$ cat config.mk
export PLATFORM = sky130hd
export DESIGN_NAME = posture_and_inactivity_monitor_core
export DESIGN_NICKNAME = d
export VERILOG_FILES = /design/src/hdl/pim_pkg.sv /design/src/hdl/posture_and_inactivity_monitor_core.sv /design/src/hdl/pim_activity.sv
export SDC_FILE = /design/constraint.sdc
export NUM_CORES = 1
export LEC_CHECK = 0
export BUFFER_PORTS_ARGS = -buffer_cell sky130_fd_sc_hd__buf_4
export CAP_MARGIN = 30
export CORE_MARGIN = 2
export CORE_UTILIZATION = 45
export CTS_CLUSTER_SIZE = 16
export DETAILED_ROUTE_END_ITERATION = 6
export GPL_TIMING_DRIVEN = 1
export PLACE_DENSITY = 0.62
export RECOVER_POWER = 25
export SYNTH_ARGS = -nofsm -noshare
export SYNTH_HDL_FRONTEND = slang
export SYNTH_SLANG_ARGS = --single-unit
$ cat constraint.sdc
create_clock -name clk -period 8.8 [get_ports clk]
set_input_delay 0.88 -clock clk [delete_from_list [all_inputs] [get_ports clk]]
set_output_delay 0.88 -clock clk [all_outputs]
set_load 0.02 [all_outputs]
$ cat src/hdl/pim_pkg.sv
// Shared types and constants for the posture and inactivity monitor.
// No dependencies; imported by pim_activity and the top level.
`default_nettype none

package pim_pkg;

  localparam int ACCEL_W = 15;  // sample field width, signed milli-g
  localparam int THR_W   = 14;  // posture threshold width
  localparam int CNT_W   = 16;  // still / episode counters, motion and limit regs
  localparam int SUM_W   = 17;  // |x|+|y|+|z| before saturation

  typedef enum logic [2:0] {
    POS_PRONE  = 3'd0,
    POS_SUPINE = 3'd1,
    POS_LEFT   = 3'd2,
    POS_RIGHT  = 3'd3,
    POS_MIDDLE = 3'd4
  } posture_t;

  typedef enum logic [1:0] {
    BUZ_SILENT = 2'd0,
    BUZ_PRONE  = 2'd1,
    BUZ_APNEA  = 2'd2
  } buzzer_t;

  typedef enum logic [1:0] {
    CFG_POSTURE_THR = 2'd0,
    CFG_MOTION_THR  = 2'd1,
    CFG_STILL_LIMIT = 2'd2
  } cfg_idx_t;

  // Result of one sample as seen by the activity tracker.
  typedef struct packed {
    logic             moved;
    logic             apnea;
    logic [CNT_W-1:0] episodes;
  } activity_t;

  function automatic logic [ACCEL_W-1:0] abs_accel(input logic signed [ACCEL_W-1:0] v);
    logic [ACCEL_W-1:0] r;
    r = v[ACCEL_W-1] ? ACCEL_W'(-v) : ACCEL_W'(v);
    return r;
  endfunction

endpackage

`default_nettype wire

$ cat src/hdl/posture_and_inactivity_monitor_core.sv
// Top level of the posture and inactivity monitor.
// Depends on pim_pkg and pim_activity.
`default_nettype none

// Takes one three-axis accelerometer sample (signed milli-g) per request and
// returns one result per sample: posture class, motion flag, apnea flag,
// episode count and buzzer code. A sample is captured in an input register,
// evaluated combinationally against the running state (previous magnitude,
// still counter, apnea flag, episode count), and the result lands in an output
// register. One sample is accepted every clock cycle while the result side
// keeps up. The rate is set by the state update loop in pim_activity. When the
// output register is held by out_stall, the input register still fills once
// before in_stall rises. Configuration writes are always accepted (cfg_ready is
// tied high); unknown register indexes are ignored. Time is measured in samples,
// so still_limit = 500 is ten seconds at 50 Hz.
module posture_and_inactivity_monitor_core import pim_pkg::*; #(
  parameter int ACCEL_BITS = 16
) (
  input  wire logic                      clk,
  input  wire logic                      rst_n,
  // sample input
  input  wire logic                      in_valid,
  output logic                           in_stall,
  input  wire logic signed [ACCEL_W-1:0] in_accel_x,
  input  wire logic signed [ACCEL_W-1:0] in_accel_y,
  input  wire logic signed [ACCEL_W-1:0] in_accel_z,
  // result output
  output logic                           out_valid,
  input  wire logic                      out_stall,
  output logic             [2:0]         out_posture,
  output logic                           out_moved,
  output logic                           out_apnea_active,
  output logic             [CNT_W-1:0]   out_episode_total,
  output logic             [1:0]         out_buzzer_mode,
  // register writes
  input  wire logic                      cfg_valid,
  output logic                           cfg_ready,
  input  wire logic        [1:0]         cfg_index,
  input  wire logic        [CNT_W-1:0]   cfg_data
);

  // Register reset values: 0.30 g, 0.05 g, 10000 ms at 50 Hz.
  localparam logic [THR_W-1:0] POSTURE_THR_RST = THR_W'(300);
  localparam logic [CNT_W-1:0] MOTION_THR_RST  = CNT_W'(50);
  localparam logic [CNT_W-1:0] STILL_LIMIT_RST = CNT_W'(500);

  // ---- configuration registers ----
  logic [THR_W-1:0] posture_thr_r;
  logic [CNT_W-1:0] motion_thr_r;
  logic [CNT_W-1:0] still_limit_r;

  assign cfg_ready = 1'b1;

  always_ff @(posedge clk) begin
    if (!rst_n) begin
      posture_thr_r <= POSTURE_THR_RST;
      motion_thr_r  <= MOTION_THR_RST;
      still_limit_r <= STILL_LIMIT_RST;
    end else if (cfg_valid && cfg_ready) begin
      unique case (cfg_index)
        CFG_POSTURE_THR: posture_thr_r <= cfg_data[THR_W-1:0];
        CFG_MOTION_THR:  motion_thr_r  <= cfg_data;
        CFG_STILL_LIMIT: still_limit_r <= cfg_data;
        default: ;
      endcase
    end
  end

  // ---- input register ----
  logic                      in_vld_r;
  logic signed [ACCEL_W-1:0] x_r, y_r, z_r;
  logic                      out_free;
  logic                      advance;

  // The output register can take a new result when empty or being drained.
  assign out_free = !out_valid || !out_stall;
  assign advance  = in_vld_r && out_free;
  assign in_stall = in_vld_r && !out_free;

  always_ff @(posedge clk) begin
    if (!rst_n) begin
      in_vld_r <= 1'b0;
    end else if (!in_stall) begin
      in_vld_r <= in_valid;
    end
  end

  always_ff @(posedge clk) begin
    if (in_valid && !in_stall) begin
      x_r <= in_accel_x;
      y_r <= in_accel_y;
      z_r <= in_accel_z;
    end
  end

  // ---- posture: strict compares, fixed priority ----
  logic signed [ACCEL_W:0] thr_pos, thr_neg, y_ext, z_ext;
  posture_t                posture;

  always_comb begin
    thr_pos = (ACCEL_W+1)'($signed({2'b00, posture_thr_r}));
    thr_neg = -thr_pos;
    y_ext   = (ACCEL_W+1)'(y_r);
    z_ext   = (ACCEL_W+1)'(z_r);
    if (z_ext < thr_neg)      posture = POS_PRONE;
    else if (z_ext > thr_pos) posture = POS_SUPINE;
    else if (y_ext > thr_pos) posture = POS_LEFT;
    else if (y_ext < thr_neg) posture = POS_RIGHT;
    else                      posture = POS_MIDDLE;
  end

  // ---- motion / apnea state, updated as the sample moves to the output ----
  activity_t act;

  pim_activity #(
    .ACCEL_BITS (ACCEL_BITS)
  ) u_activity (
    .clk         (clk),
    .rst_n       (rst_n),
    .en          (advance),
    .x           (x_r),
    .y           (y_r),
    .z           (z_r),
    .motion_thr  (motion_thr_r),
    .still_limit (still_limit_r),
    .act         (act)
  );

  // Apnea tone overrides the prone tone.
  buzzer_t buzzer;

  always_comb begin
    if (act.apnea)                buzzer = BUZ_APNEA;
    else if (posture == POS_PRONE) buzzer = BUZ_PRONE;
    else                          buzzer = BUZ_SILENT;
  end

  // ---- output register ----
  logic             out_vld_r;
  posture_t         posture_r;
  logic             moved_r;
  logic             apnea_r;
  logic [CNT_W-1:0] episodes_r;
  buzzer_t          buzzer_r;

  always_ff @(posedge clk) begin
    if (!rst_n) begin
      out_vld_r <= 1'b0;
    end else if (out_free) begin
      out_vld_r <= in_vld_r;
    end
  end

  always_ff @(posedge clk) begin
    if (advance) begin
      posture_r  <= posture;
      moved_r    <= act.moved;
      apnea_r    <= act.apnea;
      episodes_r <= act.episodes;
      buzzer_r   <= buzzer;
    end
  end

  assign out_valid         = out_vld_r;
  assign out_posture       = posture_r;
  assign out_moved         = moved_r;
  assign out_apnea_active  = apnea_r;
  assign out_episode_total = episodes_r;
  assign out_buzzer_mode   = buzzer_r;

endmodule

`default_nettype wire

$ cat src/hdl/pim_activity.sv
// Motion detection and apnea tracking: magnitude, still counter, episode count.
// Depends on pim_pkg. State advances once per sample when en is high.
`default_nettype none

module pim_activity import pim_pkg::*; #(
  parameter int ACCEL_BITS = 16
) (
  input  wire logic                      clk,
  input  wire logic                      rst_n,
  input  wire logic                      en,
  input  wire logic signed [ACCEL_W-1:0] x,
  input  wire logic signed [ACCEL_W-1:0] y,
  input  wire logic signed [ACCEL_W-1:0] z,
  input  wire logic        [CNT_W-1:0]   motion_thr,
  input  wire logic        [CNT_W-1:0]   still_limit,
  output activity_t                      act
);

  localparam int CMP_W  = (ACCEL_BITS > SUM_W) ? ACCEL_BITS : SUM_W;
  localparam int DIFF_W = (ACCEL_BITS > CNT_W) ? ACCEL_BITS : CNT_W;
  localparam logic [CMP_W-1:0] MAG_MAX = CMP_W'((64'd1 << ACCEL_BITS) - 64'd1);
  localparam logic [CNT_W-1:0] CNT_MAX = '1;

  logic [ACCEL_BITS-1:0] prev_mag_r, prev_mag_nxt;
  logic [CNT_W-1:0]      still_r, still_nxt;
  logic                  apnea_r, apnea_nxt;
  logic [CNT_W-1:0]      episodes_r, episodes_nxt;

  logic [CMP_W-1:0]      sum;
  logic [ACCEL_BITS-1:0] mag;
  logic [ACCEL_BITS-1:0] diff;
  logic                  moved;

  always_comb begin
    sum = CMP_W'(SUM_W'(abs_accel(x)) + SUM_W'(abs_accel(y)) + SUM_W'(abs_accel(z)));
    mag = (sum > MAG_MAX) ? '1 : sum[ACCEL_BITS-1:0];
    diff = (mag >= prev_mag_r) ? (mag - prev_mag_r) : (prev_mag_r - mag);
    moved = DIFF_W'(diff) > DIFF_W'(motion_thr);
  end

  always_comb begin
    prev_mag_nxt = mag;
    still_nxt    = still_r;
    apnea_nxt    = apnea_r;
    episodes_nxt = episodes_r;
    if (moved) begin
      still_nxt = '0;
      apnea_nxt = 1'b0;
    end else if (still_r != CNT_MAX) begin
      still_nxt = still_r + 1'b1;
    end
    // New episode starts only on the rising edge of the flag.
    if (still_nxt > still_limit && !apnea_nxt) begin
      apnea_nxt = 1'b1;
      if (episodes_r != CNT_MAX) begin
        episodes_nxt = episodes_r + 1'b1;
      end
    end
  end

  always_ff @(posedge clk) begin
    if (!rst_n) begin
      prev_mag_r <= '0;
      still_r    <= '0;
      apnea_r    <= 1'b0;
      episodes_r <= '0;
    end else if (en) begin
      prev_mag_r <= prev_mag_nxt;
      still_r    <= still_nxt;
      apnea_r    <= apnea_nxt;
      episodes_r <= episodes_nxt;
    end
  end

  assign act.moved    = moved;
  assign act.apnea    = apnea_nxt;
  assign act.episodes = episodes_nxt;

endmodule

`default_nettype wire
==> Yosys cells after proc, flatten, opt, wreduce, memory -nomap -nowiden <==
Cells that the tools add are included.
{ "word_totals": {"in_bits": 68, "regBits": 165, "wordCells": 70, "output_inout_bits": 26} }
{ "op_classes": {"add_sub_neg": 10, "n_reduce_logical": 15, "magnitude_cmp": 8, "eq_ne": 4, "muxes": 16} }
{ "op_table": {"columns": ["operator", "n"], "rows": [
  ["$mux 16", 6],
  ["$mux 15", 3],
  ["$neg 15->15", 3],
  ["$add 16x1->16 const B", 2],
  ["$gt 16x16->1", 2],
  ["$lt 15x16->1", 2],
  ["$ne 16x16->1 const B", 2],
  ["$sub 16x16->16", 2],
  ["$gt 15x15->1", 2],
  ["$add 17x15->17", 1],
  ["$gt 17x16->1 const B", 1],
  ["$add 15x15->16", 1],
  ["$ge 16x16->1", 1],
  ["$neg 14->16", 1],
  ["$mux 3", 4],
  ["$reduce_and 2->1", 3],
  ["$logic_not 1->1", 5],
  ["$logic_and 1x1->1", 4],
  ["$logic_not 3->1", 1],
  ["$mux 1", 3],
  ["$eq 2x1->1 const B", 1],
  ["$eq 2x2->1 const B", 1],
  ["$logic_not 2->1", 1],
  ["$logic_or 1x1->1", 1]
]} }

==> Logic depth before layout (Yosys ltp) <==
{ "depth": {"depth_word": 13, "ltp_mapped": 54, "depth_no_buf": 49} }

==> Hierarchy <==
From an unflattened synthesis, not the netlist that was laid out.
{ "unflattened": {"cells_unflattened": 1437, "area_unflattened_um2": 12567.1} }
{ "modules_own_cells": {"columns": ["module", "cells_per_inst", "area_each_um2", "n_inst"], "rows": [
  ["pim_activity", 937, 7025.5, 1],
  ["posture_and_inactivity_monitor_core", 500, 5541.6, 1]
]} }

==> Least setup slack after synthesis <==
No wires, ideal clock.
{ "synth_timing": {"path_kind": "register to register", "startpoint": "register x_r[2]", "endpoint": "register episodes_r[5] (netlist: out_episode_total[5]) (data pin)", "setup_ps": 260, "path_buffers": 5, "t_arrival_ps": 9363, "slack_ps": -823, "path_stages_with_launch": 52, "cell_sequence": "edfxtp_1 -> or3_1 -> or2_2 -> nor2_1 -> nand2_1 -> o21ai_0 -> xnor2_1 -> ha_1 -> o21a_1 -> o21ai_0 -> a21oi_1 -> nor2_1 -> o21bai_1 -> a21oi_1 -> xnor2_1 -> ha_1 -> nand2_1 -> o311ai_2 -> [16 not listed] -> nand4_1 -> a2111o_1 -> o211ai_2 -> nand2_4 -> inv_2 -> clkbuf_1 -> buf_1 -> nor2_1 -> ha_1 -> nor2b_1 -> o21ai_0 -> nand2b_1 -> a211o_1 -> a31oi_1 -> a211oi_2 -> buf_2 -> and3_1 -> xor2_1"} }
{ "synth_rtl": {"columns": ["element", "line_no", "rtl"], "rows": [
  ["from (decl)", "posture_and_inactivity_monitor_core.sv:71", "logic signed [ACCEL_W-1:0] x_r, y_r, z_r;"],
  ["from (signal assigned)", "posture_and_inactivity_monitor_core.sv:90", "x_r <= in_accel_x;"],
  ["to (signal assigned)", "posture_and_inactivity_monitor_core.sv:159", "episodes_r <= act.episodes;"],
  ["to (decl)", "posture_and_inactivity_monitor_core.sv:143", "logic [CNT_W-1:0] episodes_r;"]
]} }

==> Final worst setup path <==
{ "layout_timing": {"startpoint": "register x_r[4]", "endpoint": "register u_activity.episodes_r[10]"} }
{ "layout_between": {"elab_chain_cells": 13} }
{ "layout_lines": {"columns": ["element", "line_no", "rtl"], "rows": [
  ["$neg 15->15", "pim_pkg.sv:41", "r = v[ACCEL_W-1] ? ACCEL_W'(-v) : ACCEL_W'(v);"],
  ["$mux 15 (*)", "pim_pkg.sv:41", null],
  ["$add 15x15->16 (*)", "pim_activity.sv:35", "sum = CMP_W'(SUM_W'(abs_accel(x)) + SUM_W'(abs_accel(y)) + SUM_W'(abs_accel(z)));"],
  ["$add 17x15->17 (*)", "pim_activity.sv:35", null],
  ["$gt 17x16->1", "pim_activity.sv:36", "mag = (sum > MAG_MAX) ? '1 : sum[ACCEL_BITS-1:0];"],
  ["$mux 16 (*)", "pim_activity.sv:36", null],
  ["$sub 16x16->16 / $ge 16x16->1 (equally long branches)", "pim_activity.sv:37", "diff = (mag >= prev_mag_r) ? (mag - prev_mag_r) : (prev_mag_r - mag);"],
  ["$mux 16 (*)", "pim_activity.sv:37", null],
  ["$gt 16x16->1 (*)", "pim_activity.sv:38", "moved = DIFF_W'(diff) > DIFF_W'(motion_thr);"],
  ["$mux 16 (*)", "pim_activity.sv:46", "if (moved) begin"],
  ["net u_activity.still_nxt[13]", "pim_activity.sv:25", "logic [CNT_W-1:0] still_r, still_nxt;"],
  ["$gt 16x16->1 (*)", "pim_activity.sv:53", "if (still_nxt > still_limit && !apnea_nxt) begin"],
  ["$logic_and 1x1->1 (*)", "pim_activity.sv:53", null],
  ["$mux 16 (*)", "pim_activity.sv:53", null],
  ["to (signal assigned)", "pim_activity.sv:71", "episodes_r <= episodes_nxt;"],
  ["to (decl)", "pim_activity.sv:27", "logic [CNT_W-1:0] episodes_r, episodes_nxt;"]
]} }
The timed path passes the listed nets; every way through them passes the cells marked *.
A chain may end at the register's enable or synchronous reset.

==> flow_metrics.env <==
export IMPL_postSynthAreaPerCell_sq_um=8.63
export IMPL_drive_gt1_share_pct=30.0
export IMPL_clkTransAtPathRegs_ps=80
export IMPL_fp_coreArea_sq_mm=0.0271
export IMPL_clk_latency_ps=440
export IMPL_synth_main_ff_cell="dfxtp_1"
export IMPL_synth_edff_count=68
export IMPL_vias=11500
export IMPL_yosys_area_share_simple_pct=18.9
export IMPL_h_tree_depth=4
export IMPL_cp_arrival_ps=9550
export IMPL_r2r_cells=46
export IMPL_cap_violations=0
export IMPL_finClkSkew_ps=16.1
export IMPL_initial_core_util_pct=46.0
export IMPL_grt_util_all_layers_pct=23.7
export IMPL_yosys_top_cells_count="nand2_1, ha_1, a21oi_1, inv_1, dfxtp_1"
export IMPL_ant_nets=0
export IMPL_antenna_found_initial=0
export IMPL_fmax_ghz=0.109
export IMPL_wire_per_inst_um=16.1
export IMPL_p_int_uw=3380
export IMPL_cts_made_buffers=17
export IMPL_nets=1964
export IMPL_cp_start_kind="register"
export IMPL_p_seq_share_pct=15.2
export IMPL_ios=94
export IMPL_globalplace_congestion=0.911
export IMPL_setup_violations_final=36
export IMPL_rsz0062_at_grt="yes"
export IMPL_area_growth_pct=33.4
export IMPL_root_buffer="clkbuf_16"
export IMPL_setup_ws_ps=-390
export IMPL_violations="setup timing"
export IMPL_synthDistinctLibCells=79
export IMPL_sw_frac_of_total_pct=42.0
export IMPL_end_kind="register"
export IMPL_finalHoldViolCount=0
export IMPL_port_buffers=92
export IMPL_hpwl_um=25500
export IMPL_synth_mux_area_share_pct=2.03
export IMPL_crit_start="x_r[4]$_DFFE_PP_"
export IMPL_viasPerCell=5.42
export IMPL_ir_drop_mv=0.253
export IMPL_overflow=0
export IMPL_crit_path_end="u_activity.episodes_r[10]$_SDFFE_PN0P_"
export IMPL_fin_tns_setup_ps=-10010
export IMPL_cp_max_fo=10
export IMPL_grt_max_degree=57
export IMPL_numClockSinks=165
export IMPL_leakage_uw=0.00708
export IMPL_synth_compound_area_share_pct=18.6
export IMPL_p_per_area_mw_per_mm2=350
export IMPL_relSlewSlack_pct=35.8
export IMPL_fin_crit_sh_pct=104
export IMPL_reg2reg_slack_ps=-390
export IMPL_ys_seq_area_share_pct=31.9
export IMPL_worstSetupPathType="register to register"
export IMPL_yosysTopAreaCellShare_pct=16.4
export IMPL_fillers=2325
export IMPL_insertedDiodeCount=0
export IMPL_synth_top_area_cell="edfxtp_1"
export IMPL_cts_hold_buf=0
export IMPL_p_comb_share_pct=71.1
export IMPL_firstDrtPassIters=4
export IMPL_cts_buffer_depth=2
export IMPL_grt_pass1_vias=11300
export IMPL_wl_met1_um=14900
export IMPL_p_clk_share_pct=13.8
export IMPL_synthAdderAreaFrac_pct=16.4
export IMPL_switchingPower_uw=2440
export IMPL_crit_top_cell="ha_1"
export IMPL_fin_util_pct=61.4
export IMPL_timing_rr_end="u_activity.episodes_r[10]$_SDFFE_PN0P_"
export IMPL_worst_pin_slew_ps=959
export IMPL_rows=60
export IMPL_synth_top_family_by_area="simple AND/OR/NAND/NOR gates"
export IMPL_dr_wl_met3_um=1020
export IMPL_dr_max_layer_used="met4"
export IMPL_drtIter0Drc=688
export IMPL_wl_met2_um=17000
export IMPL_synth_area_leaders="edfxtp_1, ha_1, dfxtp_1"
export IMPL_syn_inst=1446
export IMPL_grt_pass1_wl_um=55100
export IMPL_syn_nets=1675
export IMPL_die_h_um=170
export IMPL_die_area_sq_mm=0.0291
export IMPL_drc_errors=0
export IMPL_drv_slew=0
export IMPL_wl_um=34000
export IMPL_synth_seq_cells=165
export IMPL_holdWs_ps=455
export IMPL_required_ps=9160
export IMPL_synth_xor_area_share_pct=7.09
export IMPL_synthArstFlopShare_pct=0
export IMPL_status="finished with violations"
export IMPL_p_total_uw=5820
export IMPL_fin_crit_ps=9190
export IMPL_syn_area_sq_mm=0.0125
export IMPL_yosys_warnings=0
export IMPL_cp_slowest_cell="or4_4"
export IMPL_max_stage_delay_ps=560
export IMPL_hold_class="register to register"
export IMPL_die_w_um=170
export IMPL_cts_tree="yes"
export IMPL_synth_most_common_cell="nand2_1"
export IMPL_r2r_start="x_r[4]$_DFFE_PP_"
-- timing repair --
action | CTS | global route
setup buffers | 23 | 13
pin swaps | 58 | 59
resized for setup | 91 | 70
setup endpoints to repair | 36 | 38
-- how the worst min path moves through the flow --
stage / start / to / slack [ps] / cells past startpoint
global route: motion_thr_r[2]$_SDFFE_PN0P_ / motion_thr_r[2]$_SDFFE_PN0P_ / 470 / 2
CTS: still_limit_r[3]$_SDFFE_PN0P_ / still_limit_r[3]$_SDFFE_PN0P_ / 460 / 2
global placement: motion_thr_r[3]$_SDFFE_PN0P_ / motion_thr_r[3]$_SDFFE_PN0P_ / 440 / 2
detailed placement: still_limit_r[3]$_SDFFE_PN0P_ / still_limit_r[3]$_SDFFE_PN0P_ / 450 / 2
floorplan: motion_thr_r[10]$_SDFFE_PN0P_ / motion_thr_r[10]$_SDFFE_PN0P_ / 440 / 2
finish: motion_thr_r[13]$_SDFFE_PN0P_ / motion_thr_r[13]$_SDFFE_PN0P_ / 460 / 2
-- power groups by stage --
stage	sequential, uW	combinational (uW)	clock (uW)
2_1_floorplan	902	2010	0
3_5_place_dp	898	3340	0
6_report	883	4140	802
3_3_place_gp	897	3270	0
5_1_grt	887	4530	850
4_1_cts	882	3740	818
-- layer usage --
| layer | up-vias | global-route usage [%] |
|---|---|---|
| met5 | - | 0 |
| met4 | 0 | 8.55 |
| li1 | 5779 | - |
| met1 | 5389 | 29.1 |
| met2 | 259 | 42.6 |
| met3 | 58 | 2.91 |
-- critical path: cells and delay by family, from the launching register on --
family,cells,cell delay [ps]
compound gates,17,3010
xor+xnor,3,340
fa+ha+maj,5,1570
buf+inv,6,870
flops,1,390
mux,1,230
simple gates,14,2700
-- state kept, by name, indices dropped and copies added, names as in the netlist, 15 cells and up --
| register | cells |
|---|---|
| z_r | 15 |
| u_activity.still_r | 16 |
| u_activity.prev_mag_r | 16 |
| y_r | 15 |
| out_episode_total | 16 |
| still_limit_r | 16 |
| u_activity.episodes_r | 16 |
| motion_thr_r | 16 |
| x_r | 15 |
-- cell usage in the layout, fill, tap and decap left out, types with 7 or more instances in the layout --
cell       count
xor2_1        31
dfxtp_1       97
inv_1        100
edfxtp_1      68
a211oi_1       8
o21ai_2        9
o21a_1        12
and3_1        16
buf_6         12
nand3b_1       8
nand4_1       28
or3_1         11
o21ai_1       13
ha_4           7
clkbuf_4      45
and4_1         7
clkbuf_16     19
a21oi_1      116
nor2b_1       12
buf_4        261
o211ai_1      17
nor3_1        18
a31oi_1        8
ha_1         146
nand3_1       24
o21ai_0       66
xnor2_1       68
nand2b_1      22
o21bai_1      10
nand2_1      157
o31ai_1       10
nor2_2        13
a21o_1        26
a21oi_2       21
nor2_4         9
mux2i_1       17
nor2_1        57
-- per-stage QoR --
step	cells	instance area [sq um]	setup WS [ps]
final	2120	16600	-390
after global routing	2120	16600	-903
after CTS	2107	16200	-331
after detailed placement	2052	15000	-720
after global placement	2052	15000	-452
after floorplan	1446	12600	-235
-- logic make-up after synthesis --
logic type / Yosys count
AOI/OAI and AO/OA: 375
and+or+nand+nor: 460
adders and majority gates: 161
xor gates and xnor gates: 101
muxes: 25
DFF: 165
buffers and inverters: 158
other: 1
-- final cells by class --
type | instances | area (sq um) | area share (%)
well taps | 372 | 465 | 2.80
clock buffers | 19 | 475 | 2.86
inverters | 106 | 405 | 2.44
clock inverters | 13 | 149 | 0.895
multi-input cells | 1123 | 8670 | 52.1
repair buffers | 322 | 2490 | 14.9
flip-flops and latches | 165 | 3980 | 23.9
No activity file was read; power rests on OpenSTA's default activity.
